===== src/sv/poe_pkg.sv =====
// poe_pkg: types, codes and command/status structs of the pool allocator
// no dependencies; used by the request and response interfaces and every module of the block
`timescale 1ns / 1ps
`default_nettype none
package poe_pkg;

   localparam logic [1:0] OP_ALLOC = 2'd0;
   localparam logic [1:0] OP_FREE  = 2'd1;
   localparam logic [1:0] OP_REAP  = 2'd2;

   localparam logic [1:0] ST_OK       = 2'd0;
   localparam logic [1:0] ST_DUMMY    = 2'd1;
   localparam logic [1:0] ST_INACTIVE = 2'd2;
   localparam logic [1:0] ST_NONE     = 2'd3;

   typedef struct packed {
      logic [1:0]  operation;
      logic [31:0] now;
      logic [23:0] duration;
      logic [8:0]  slot;
   } poe_req_type;

   typedef struct packed {
      logic [1:0] status;
      logic [8:0] result_slot;
      logic       evicted;
      logic [8:0] evicted_slot;
      logic [9:0] active_count;
   } poe_rsp_type;

   typedef enum logic [3:0] {
      DP_NOP,
      DP_LOAD,
      DP_RD_OLDEST,
      DP_RD_REQ,
      DP_RD_HEAD,
      DP_WALK,
      DP_REL_A,
      DP_REL_B,
      DP_POP_A,
      DP_POP_B,
      DP_FINISH
   } dp_op_type;

   typedef struct packed {
      dp_op_type  op;
      logic [1:0] status;
   } poe_cmd_type;

   typedef struct packed {
      logic [1:0] operation;
      logic       head_nil;
      logic       oldest_nil;
      logic       cur_nil;
      logic       cur_active;
      logic       expired;
      logic       rsp_free;
   } poe_stat_type;

endpackage
`default_nettype wire


===== src/sv/poe_if.sv =====
// poe_if: valid/ready channel interfaces for request, response and csr write
// depends on poe_pkg
`timescale 1ns / 1ps
`default_nettype none


interface poe_csr_if ();
   logic valid;
   logic ready;
   logic data;
   modport source (output valid, output data, input ready);
   modport sink (input valid, input data, output ready);
endinterface
`default_nettype wire


===== src/sv/poe_ctrl.sv =====
// poe_ctrl: sequencer for alloc, free and reap, plus the suppress register
// depends on poe_pkg and poe_if; drives poe_datapath commands
`timescale 1ns / 1ps
`default_nettype none
module poe_ctrl import poe_pkg::*; (
   input  wire logic    clock,
   input  wire logic    reset,
   input  wire logic    req_valid,
   output logic         req_ready,
   poe_csr_if.sink      csr_bus,
   input  wire poe_stat_type stat,
   output poe_cmd_type  cmd
);
   typedef enum logic [3:0] {
      S_IDLE, S_DISPATCH, S_HEAD_RD, S_POP_A, S_POP_B,
      S_FREE_CHK, S_REL_A, S_REL_B, S_WALK, S_DONE
   } state_type;

   state_type  state_ff;
   logic       suppress_ff;
   logic [1:0] status_ff;

   assign req_ready     = state_ff == S_IDLE;
   assign csr_bus.ready = 1'b1;

   always_comb begin
      cmd.op     = DP_NOP;
      cmd.status = status_ff;
      unique case (state_ff)
         S_IDLE:     if (req_valid) cmd.op = DP_LOAD;
         S_DISPATCH: begin
            case (stat.operation)
               OP_ALLOC: if (!suppress_ff) begin
                  if (stat.head_nil && !stat.oldest_nil) cmd.op = DP_RD_OLDEST;
                  else if (!stat.head_nil) cmd.op = DP_RD_HEAD;
               end
               OP_FREE: cmd.op = DP_RD_REQ;
               OP_REAP: cmd.op = DP_RD_OLDEST;
               default: ;
            endcase
         end
         S_HEAD_RD:  cmd.op = DP_RD_HEAD;
         S_POP_A:    cmd.op = DP_POP_A;
         S_POP_B:    cmd.op = DP_POP_B;
         S_FREE_CHK: ;
         S_REL_A:    cmd.op = DP_REL_A;
         S_REL_B:    cmd.op = DP_REL_B;
         S_WALK:     if (!stat.cur_nil && !stat.expired) cmd.op = DP_WALK;
         S_DONE:     if (stat.rsp_free) cmd.op = DP_FINISH;
         default:    ;
      endcase
   end

   always_ff @(posedge clock) begin
      if (reset) begin
         state_ff    <= S_IDLE;
         suppress_ff <= 1'b0;
         status_ff   <= ST_OK;
      end else begin
         if (csr_bus.valid) suppress_ff <= csr_bus.data;
         unique case (state_ff)
            S_IDLE: if (req_valid) begin
               status_ff <= ST_OK;
               state_ff  <= S_DISPATCH;
            end
            S_DISPATCH: begin
               case (stat.operation)
                  OP_ALLOC: begin
                     if (suppress_ff) begin
                        status_ff <= ST_DUMMY;
                        state_ff  <= S_DONE;
                     end else if (stat.head_nil && !stat.oldest_nil) begin
                        state_ff <= S_REL_A;
                     end else if (!stat.head_nil) begin
                        state_ff <= S_POP_A;
                     end else begin
                        state_ff <= S_DONE;
                     end
                  end
                  OP_FREE: state_ff <= S_FREE_CHK;
                  OP_REAP: state_ff <= S_WALK;
                  default: state_ff <= S_DONE;
               endcase
            end
            S_HEAD_RD: state_ff <= S_POP_A;
            S_POP_A:   state_ff <= S_POP_B;
            S_POP_B:   state_ff <= S_DONE;
            S_FREE_CHK: begin
               if (stat.cur_active) begin
                  state_ff <= S_REL_A;
               end else begin
                  status_ff <= ST_INACTIVE;
                  state_ff  <= S_DONE;
               end
            end
            S_REL_A: state_ff <= S_REL_B;
            S_REL_B: state_ff <= (stat.operation == OP_ALLOC) ? S_HEAD_RD : S_DONE;
            S_WALK: begin
               if (stat.cur_nil) begin
                  status_ff <= ST_NONE;
                  state_ff  <= S_DONE;
               end else if (stat.expired) begin
                  state_ff <= S_REL_A;
               end
            end
            S_DONE: if (stat.rsp_free) state_ff <= S_IDLE;
            default: state_ff <= S_IDLE;
         endcase
      end
   end
endmodule
`default_nettype wire


===== src/flat_wrapper.sv =====
// flat-port wrapper written by rule: the top's interface ports become plain ports
module poe_ctrl_flat import poe_pkg::*;
  (clock, reset, req_valid, req_ready, stat, cmd, csr_bus_valid, csr_bus_data, csr_bus_ready);
  poe_csr_if csr_bus_i ();
  input  wire logic clock;
  input  wire logic reset;
  input  wire logic req_valid;
  output logic req_ready;
  input  wire poe_stat_type stat;
  output poe_cmd_type cmd;
  input wire logic [$bits(csr_bus_i.valid)-1:0] csr_bus_valid;
  input wire logic [$bits(csr_bus_i.data)-1:0] csr_bus_data;
  output wire logic [$bits(csr_bus_i.ready)-1:0] csr_bus_ready;
  assign csr_bus_i.valid = csr_bus_valid;
  assign csr_bus_i.data = csr_bus_data;
  assign csr_bus_ready = csr_bus_i.ready;
  poe_ctrl u_core (.clock(clock), .reset(reset), .req_valid(req_valid), .req_ready(req_ready), .csr_bus(csr_bus_i), .stat(stat), .cmd(cmd));
endmodule

===== config.mk =====
export PLATFORM = sky130hd
export DESIGN_NAME = poe_ctrl_flat
export DESIGN_NICKNAME = d
export VERILOG_FILES = /design/src/sv/poe_pkg.sv /design/src/sv/poe_if.sv /design/src/sv/poe_ctrl.sv /design/src/flat_wrapper.sv
export SDC_FILE = /design/constraint.sdc
export NUM_CORES = 1
export LEC_CHECK = 0
export BUFFER_PORTS_ARGS = -buffer_cell sky130_fd_sc_hd__buf_2
export CORE_MARGIN = 2
export CORE_UTILIZATION = 45
export CTS_BUF_LIST = sky130_fd_sc_hd__clkbuf_4
export DETAILED_ROUTE_END_ITERATION = 8
export GPL_TIMING_DRIVEN = 0
export PLACE_DENSITY = 0.7
export SYNTH_ARGS = -nofsm -noshare
export SYNTH_HDL_FRONTEND = slang
export SYNTH_SLANG_ARGS = --single-unit
export TNS_END_PERCENT = 10

===== constraint.sdc =====
create_clock -name clock -period 2.1 [get_ports clock]
set_input_delay 0.21 -clock clock [delete_from_list [all_inputs] [get_ports clock]]
set_output_delay 0.21 -clock clock [all_outputs]
set_load 0.02 [all_outputs]

==> impl_metrics.yaml, run 1 <==
pwr:
  intPower_uw: 437
  power_frac_comb_pct: 59.4
  finalPower_uw: 784
  swShare_pct: 44.2
  ir_worst_vdd_mv: 0.372
  power_density_nw_per_um2: 840
  pwr-share-seq_pct: 23.1
  p_leak_nw: 0.398
  clock_power_share_pct: 17.5
  p_switching_uw: 347
route:
  drt_iter0_markers: 17
  drc: 0
  firstDrtPassIters: 4
  via_per_inst: 5.84
  ant_nets: 0
  wl_per_cell_um: 13.3
  route.vias.total: 841
  routed_wl_mm: 1.92
critical_path:
  critical_path.startpoint_type: "register"
  crit_path_end_kind: "primary output"
  crit_type: "register to primary output"
  cp.required_ns: 1.89
  critical_path_arrival_ns: 1.82
  crit_fanout: 7
layout:
  register_area_um2: 140
  final_cell_mix: "buf_2 (23), nor2_1 (10), o21ai_0 (8)"
  multi_input_area_um2: 593
  final_common_cell: "buf_2"
  area_delta_synth_final_pct: 19.2
  final_nets: 144
  nFillCells: 173
  num_antenna_cells: 0
  drive_above_1_share_pct: 26.8
logic_synthesis:
  synth_top_area_share_pct: 17.9
  synth_compound_area_share_pct: 30.0
  synthSimpleGateAreaFrac_pct: 33.9
  postSynthAreaPerCell_um2: 7.53
  synthTopCellsByArea: "dfxtp_1 (18%), nand2b_1 (5.6%), nor2b_1 (5.6%)"
  yosys.area_share.xor_xnor_pct: 2.24
  synth_cell_types: 42
  syn-cell-area_um2: 783
  synth_cells: 104
  synth_top_family_by_area: "simple AND/OR/NAND/NOR gates"
  synthAdderAreaFrac_pct: 4.79
  yosysSeqAreaShare_pct: 17.9
  synth-seq-cells: 7
  synth.largest_area_cell: "dfxtp_1"
  synth_nets: 120
  synth_warnings: 0
  synthMuxAreaShare_pct: 3.83
placement:
  gp_congestion: 0.886
  hpwl_mm: 1.47
  portBuffers: 19
cts:
  cts_hold_buf: 0
  postCtsSetupBuffers: 0
  cts_buffers: 3
  clk_latency_ns: 0.25
  cts_max_path_buffers: 2
  clock-root-buffer: "clkbuf_4"
  htree_levels: 1
  cts.clk_slew.worst_paths_ns: 0.06
  ctsResizeCount: 0
  cts_tree: "built"
  cts_sinks: 7
global_routing:
  grt_max_degree: 11
  grt_pass1_vias: 765
  gr-usage-met1_pct: 26.7
  antenna_found_initial: 0
  grt.busiest_layer: "met2"
  grt_remaining_overflow: 0
  use_met3_pct: 5.56
  grt_use_met2_pct: 35.2
  grt_usage_pct: 20.7
  grt_pass1_wl_mm: 3.22
timing:
  max_freq_mhz: 492
  clock_skew_ns: 0.00728
  drv_slew: 0
  period_minus_slack_ns: 2.03
  finalCritPeriodShare_pct: 96.9
  setup-tns-final_ns: 0
  setup_viol: 0
  rsz0062_at_grt: "false"
  final_hold_viol_count: 0
floorplan:
  fp.dieArea_um2: 2090
  die_y_um: 45.7
  start_util_pct: 46.4
  die_w_um: 45.7
  coreArea_um2: 1690
  pin_count: 21
  rows: 15
hold_path:
  hold_path_class: "input port to register"
job:
  maxCapViolCount: 0
status:
  status: "finished clean"
Yosys cell counts:
library cell and instances:
and2_1 1, a21o_1 1, a31oi_1 2, or2_2 1, nand3b_1 1, nand2b_1 7, nor4_1 2, a2111oi_4 1
nor2b_1 7, nor2_1 10, a2bb2oi_1 1, a21oi_2 1, a311oi_1 1, inv_1 4, dfxtp_1 7, and4bb_1 1
o22a_1 1, conb_1 1, buf_6 1, a21oi_1 5, a21boi_0 1, mux2i_1 3, nand4b_1 1, or4b_4 1
buf_4 1, nor3_1 2, o211ai_1 1, nand2_1 4, xnor2_1 2, o21ai_1 2, or4_1 2, o31ai_1 3
a2111oi_0 1, ha_1 3, o21ai_0 8, or3_1 2, o22ai_1 2, o311a_1 1, or2_1 2, o311ai_1 1
buf_2 4, and2b_1 1
registers in the layout, summed over array words and instances, names as in the netlist:
signal              count
u_core.suppress_ff      1
u_core.status_ff        2
u_core.state_ff         4
metal layers:
layer  part of all wire [%]  up-vias
li1                       -      426
met1                     46      384
met2                     48       31
met3                    6.9        0
met4                      0        0
met5                      0        -
logic make-up (layout without fill, tap and decap cells):
logic type      count (synthesis)  after routing
fa+ha+maj                       3              3
buf+inv                        10             33
flops                           7              7
other cells                     1              1
simple gates                   45             45
xor+xnor                        2              2
mux                             3              3
compound gates                 33             33
power groups by stage:
stage,clock network (mW),logic (mW),registers [mW]
floorplan,0,0.344,0.186
global placement,0,0.456,0.182
detailed placement,0,0.462,0.183
CTS,0.141,0.463,0.180
global route,0.152,0.518,0.184
finish,0.137,0.466,0.181
metrics by stage:
step           hold WS [ns]  setup WS, ns  utilization (%)  instances  area (um2)
2_1_floorplan         0.279         0.416                -        104         783
3_3_place_gp          0.444         0.347             53.3        140         900
3_5_place_dp          0.482         0.324             53.3        140         900
4_1_cts               0.226        0.0416             55.0        144         930
5_1_grt               0.227      0.000845             55.3        144         933
6_report              0.225        0.0657             55.3        144         933
worst max-delay path: stages, from the launching register on:
cell and delay (ns):
dfxtp_1 0.38, or3_1 0.44, or4_4 0.45, o311ai_1 0.10, buf_2 0.21
final timing paths:
path | start | to | slack (ns) | cells after the start
worst min register to register | u_core.status_ff[1] | u_core.status_ff[1] | 0.58 | 3
worst min-delay path | csr_bus_data | u_core.suppress_ff | 0.23 | 3
worst max-delay path | u_core.state_ff[1] | cmd[4] | 0.07 | 4
worst max register to register | u_core.state_ff[3] | u_core.state_ff[0] | 0.63 | 5
area by class of cell:
cell class | count | area share, %
Tap cell | 17 | 2.28
Buffer | 6 | 4.16
Timing Repair Buffer | 19 | 10.2
Inverter | 4 | 1.61
Sequential cell | 7 | 15.0
Clock buffer | 4 | 3.22
Multi-Input combinational cell | 87 | 63.5
Power figures use the tool's default switching activity.
==> run 2: changes to the inputs <==
--- a/config.mk
+++ b/config.mk
@@ -12,6 +12,7 @@
 export DETAILED_ROUTE_END_ITERATION = 8
 export GPL_TIMING_DRIVEN = 0
 export PLACE_DENSITY = 0.7
+export REMOVE_ABC_BUFFERS = 1
 export SYNTH_ARGS = -nofsm -noshare
 export SYNTH_HDL_FRONTEND = slang
 export SYNTH_SLANG_ARGS = --single-unit
==> impl_metrics.yaml, run 2 (synthesis gave the netlist of run 1 again) <==
cts:
  cts_max_path_buffers: 2
  cts_sinks: 7
  cts_tree: "built"
  postCtsSetupBuffers: 0
  cts_buffers: 3
  cts_hold_buf: 0
  cts.clk_slew.worst_paths_ns: 0.06
  clk_latency_ns: 0.26
  clock-root-buffer: "clkbuf_4"
  htree_levels: 1
layout:
  reg_top3: "u_core.state_ff x4, u_core.status_ff x2, u_core.suppress_ff x1"
  num_antenna_cells: 0
  multi_input_area_um2: 603
  regMostFlops: "u_core.state_ff"
  final_nets: 138
  final_common_cell: "buf_2"
  final_cell_mix: "buf_2 (19), nor2_1 (10), o21ai_0 (8)"
  drive_above_1_share_pct: 28.1
  nFillCells: 172
  area_delta_synth_final_pct: 16.8
  largest_reg_flops: 4
  register_area_um2: 153
job:
  maxCapViolCount: 0
timing:
  whs_ns: 0.188
  drv_slew: 0
  setup_viol: 0
  setup-tns-final_ns: 0
  finalCritPeriodShare_pct: 97.1
  final_hold_viol_count: 0
  rsz0062_at_grt: "false"
  max_freq_mhz: 490
  clock_skew_ns: 0.00276
  period_minus_slack_ns: 2.04
hold_path:
  hold_path_class: "input port to register"
route:
  drc: 0
  via_per_inst: 6.00
  firstDrtPassIters: 4
  routed_wl_mm: 1.91
  wl_per_cell_um: 13.8
  route.vias.total: 828
  drt_iter0_markers: 17
  ant_nets: 0
critical_path:
  crit_fanout: 16
  crit_type: "register to primary output"
  crit_path_end_kind: "primary output"
  critical_path_arrival_ns: 1.83
  critical_path.startpoint_type: "register"
  cp.required_ns: 1.89
floorplan:
  rows: 15
  die_y_um: 45.7
  fp.dieArea_um2: 2090
  die_w_um: 45.7
  pin_count: 21
  start_util_pct: 46.4
  coreArea_um2: 1690
placement:
  portBuffers: 19
  gp_congestion: 0.766
  hpwl_mm: 1.37
global_routing:
  antenna_found_initial: 0
  grt_remaining_overflow: 0
  grt_pass1_wl_mm: 2.97
  grt_max_degree: 19
  grt_pass1_vias: 703
  grt_usage_pct: 19.8
status:
  status: "finished clean"
pwr:
  clock_power_share_pct: 16.8
  p_switching_uw: 350
  swShare_pct: 45.9
  power_frac_comb_pct: 51.2
  power_density_nw_per_um2: 833
  finalPower_uw: 762
  intPower_uw: 412
  pwr-share-seq_pct: 32.0
  ir_worst_vdd_mv: 0.388
  p_leak_nw: 0.371
[run 2: cell type report]
| cell class | count | area share, % |
|---|---|---|
| clock buffers | 3 | 2.46 |
| inverters | 4 | 1.64 |
| repair buffers | 19 | 10.4 |
| multi-input cells | 87 | 65.9 |
| clock inverters | 1 | 0.547 |
| well taps | 17 | 2.33 |
| flip-flops and latches | 7 | 16.7 |
[run 2: final timing paths]
| kind | startpoint | endpoint | slack [ns] | depth (start not counted) |
|---|---|---|---|---|
| worst min register to register | u_core.status_ff[1] | u_core.status_ff[1] | 0.58 | 3 |
| worst max register to register | u_core.state_ff[0] | u_core.state_ff[1] | 0.63 | 4 |
| worst min-delay path | csr_bus_data | u_core.suppress_ff | 0.19 | 3 |
| worst max-delay path | u_core.state_ff[1] | cmd[4] | 0.06 | 4 |
[run 2: critical path, cell delays in order (launching register included)]
cell	delay, ns
dfxtp_4	0.40
or3_4	0.41
or4_4	0.44
o311ai_1	0.10
buf_2	0.21
[run 2: routing by layer]
layer	track usage, %	routed length [um]	up-vias
met5	0	0	-
met1	24.6	862	391
met3	4.76	69	4
li1	-	-	414
met4	7.43	25	0
met2	33.0	952	19
[run 2: repair_timing]
action,in CTS,in global routing
setup endpoints to repair,3,2
gates resized for setup,6,4
hold endpoints to repair,0,0
[run 2: metrics by stage]
stage,cells,instance area (um2),setup slack (ns),utilization [%]
global route,138,915,0.0147,54.1
global placement,134,861,0.0339,51.0
CTS,138,898,0.0207,53.2
finish,138,915,0.0606,54.1
detailed placement,134,861,0.0212,51.0
floorplan,98,744,0.137,-
[run 2: power by group through the flow]
stage / logic (mW) / registers (mW) / clock network, mW
2_1_floorplan: 0.275 / 0.225 / 0
3_3_place_gp: 0.369 / 0.235 / 0
3_5_place_dp: 0.375 / 0.236 / 0
4_1_cts: 0.376 / 0.241 / 0.130
5_1_grt: 0.426 / 0.252 / 0.138
6_report: 0.390 / 0.244 / 0.128
==> run 3: changes to the inputs <==
--- a/config.mk
+++ b/config.mk
@@ -6,7 +6,6 @@
 export NUM_CORES = 1
 export LEC_CHECK = 0
 export BUFFER_PORTS_ARGS = -buffer_cell sky130_fd_sc_hd__buf_2
-export CORE_MARGIN = 2
 export CORE_UTILIZATION = 45
 export CTS_BUF_LIST = sky130_fd_sc_hd__clkbuf_4
 export DETAILED_ROUTE_END_ITERATION = 8
==> constraint.sdc (replaced) <==
create_clock -name clock -period 2.1 [get_ports clock]
set_input_delay 0 -clock clock [delete_from_list [all_inputs] [get_ports clock]]
set_output_delay 0 -clock clock [all_outputs]
set_load 0.02 [all_outputs]
==> impl_metrics.yaml, run 3 (synthesis gave the netlist of run 1 again) <==
layout:
  area_delta_synth_final_pct: 15.7
  final_cell_mix: "buf_2 (19), nor2_1 (10), o21ai_0 (8)"
  final_common_cell: "buf_2"
  nFillCells: 159
  largest_reg_flops: 4
  final_nets: 139
  regMostFlops: "u_core.state_ff"
  reg_top3: "u_core.state_ff x4, u_core.status_ff x2, u_core.suppress_ff x1"
  drive_above_1_share_pct: 25.4
  num_antenna_cells: 0
critical_path:
  r2r-start: "u_core.state_ff[2]"
  crit_fanout: 16
  ff2ff_setup_slack_ns: 0.44
  crit_path_end_kind: "primary output"
  crit_type: "register to primary output"
  critical_path.startpoint_type: "register"
  cp.required_ns: 2.10
  r2r_cells: 4
  cp-startpoint: "u_core.state_ff[2]"
  critPathCapture: "cmd[4]"
  r2r-end: "u_core.state_ff[1]"
  critical_path_arrival_ns: 1.99
status:
  violations: "DRC"
  status: "finished with violations"
route:
  firstDrtPassIters: 6
  route.vias.total: 816
  via_per_inst: 5.91
  drt_iter0_markers: 20
  routed_wl_mm: 1.86
  wl_per_cell_um: 13.5
  ant_nets: 0
  drc: 2
global_routing:
  grt_remaining_overflow: 0
  antenna_found_initial: 0
  grt_pass1_wl_mm: 3.22
  grt_usage_pct: 22.2
  grt_max_degree: 19
  grt_pass1_vias: 704
floorplan:
  rows: 14
  die_w_um: 43.7
  coreArea_um2: 1560
  fp.dieArea_um2: 1910
  die_y_um: 43.7
  pin_count: 21
  start_util_pct: 50.2
timing:
  setup-tns-final_ns: 0
  drv_slew: 0
  period_minus_slack_ns: 1.99
  max_freq_mhz: 503
  finalCritPeriodShare_pct: 94.7
  final_hold_viol_count: 0
  timing_worst_slew_pin_value_ns: 0.557
  clock_skew_ns: 0.000310
  slew_headroom_pct: 62.8
  rsz0062_at_grt: "false"
  whs_ns: 0.0117
  setup_viol: 0
cts:
  cts_sinks: 7
  cts_max_path_buffers: 2
  cts_buffers: 3
  clock-root-buffer: "clkbuf_4"
  cts_tree: "built"
  clk_latency_ns: 0.25
  htree_levels: 1
  cts.clk_slew.worst_paths_ns: 0.05
job:
  maxCapViolCount: 0
placement:
  hpwl_mm: 1.33
  portBuffers: 19
  gp_congestion: 0.806
pwr:
  ir_worst_vdd_mv: 0.346
  power_density_nw_per_um2: 817
  p_leak_nw: 0.373
hold_path:
  hold_path_class: "input port to register"
## run 3: cell count changes in the layout (fill, tap and decap cells not counted), sizes merged
cell	before	now
dlygate4sd3	0	1
## run 3: cell type report
class	count	area [um2]	area share, %
Clock inverter	1	5.00	0.552
Multi-Input combinational cell	87	594	65.6
Tap cell	16	20.0	2.21
Inverter	4	15.0	1.66
Clock buffer	3	22.5	2.49
Sequential cell	7	144	15.9
Timing Repair Buffer	20	105	11.6
## run 3: worst min-delay path by stage
stage                  start                  to  slack, ns  depth (start not counted)
2_1_floorplan          reset  u_core.state_ff[3]       0.07                          1
3_3_place_gp    csr_bus_data  u_core.suppress_ff       0.24                          3
3_5_place_dp    csr_bus_data  u_core.suppress_ff       0.25                          3
4_1_cts        csr_bus_valid  u_core.suppress_ff      0.008                          3
5_1_grt                reset  u_core.state_ff[3]      0.003                          2
6_report       csr_bus_valid  u_core.suppress_ff       0.01                          3
## run 3: through the flow
step                      utilization [%]  std cells  total power [mW]  cell area (um2)  setup slack [ns]
after floorplan                         -         98             0.500              744             0.347
after global placement               55.1        133             0.607              860             0.240
after detailed placement             55.1        133             0.610              860             0.218
after CTS                            57.6        138             0.737              898            0.0873
after global routing                 58.1        138             0.811              906            0.0195
final                                58.1        138             0.740              906             0.110
## run 3: metal layers
layer	part of all wire [%]	track usage [%]	wire length, um	vias up
met5	0	0	0	-
met4	0	3.75	0	0
met3	4.8	5.42	89	0
met2	49	33.1	908	22
met1	46	32.7	865	380
li1	-	-	-	414
## run 3: power breakdown
part / switching [mW] / internal, mW / total, mW / leakage (nW)
combinational: 0.209 / 0.171 / 0.380 / 0.297
sequential: 0.0804 / 0.161 / 0.241 / 0.0584
clock: 0.0498 / 0.0695 / 0.119 / 0.0177
total: 0.339 / 0.401 / 0.740 / 0.373
## run 3: critical path, cell delays in order, from the launching register on
cell,delay (ns)
dfxtp_1,0.48
or3_1,0.46
or4_1,0.47
o311ai_1,0.12
buf_2,0.21
## run 3: what timing repair did
| item | 4_1_cts | 5_1_grt |
|---|---|---|
| endpoints found under the setup margin | 1 | 2 |
| gates resized for setup | 1 | 3 |
| setup buffers | 0 | 0 |
| hold buffers | 1 | 0 |
| gates cloned | 0 | 0 |
| hold endpoints to repair | 1 | 0 |
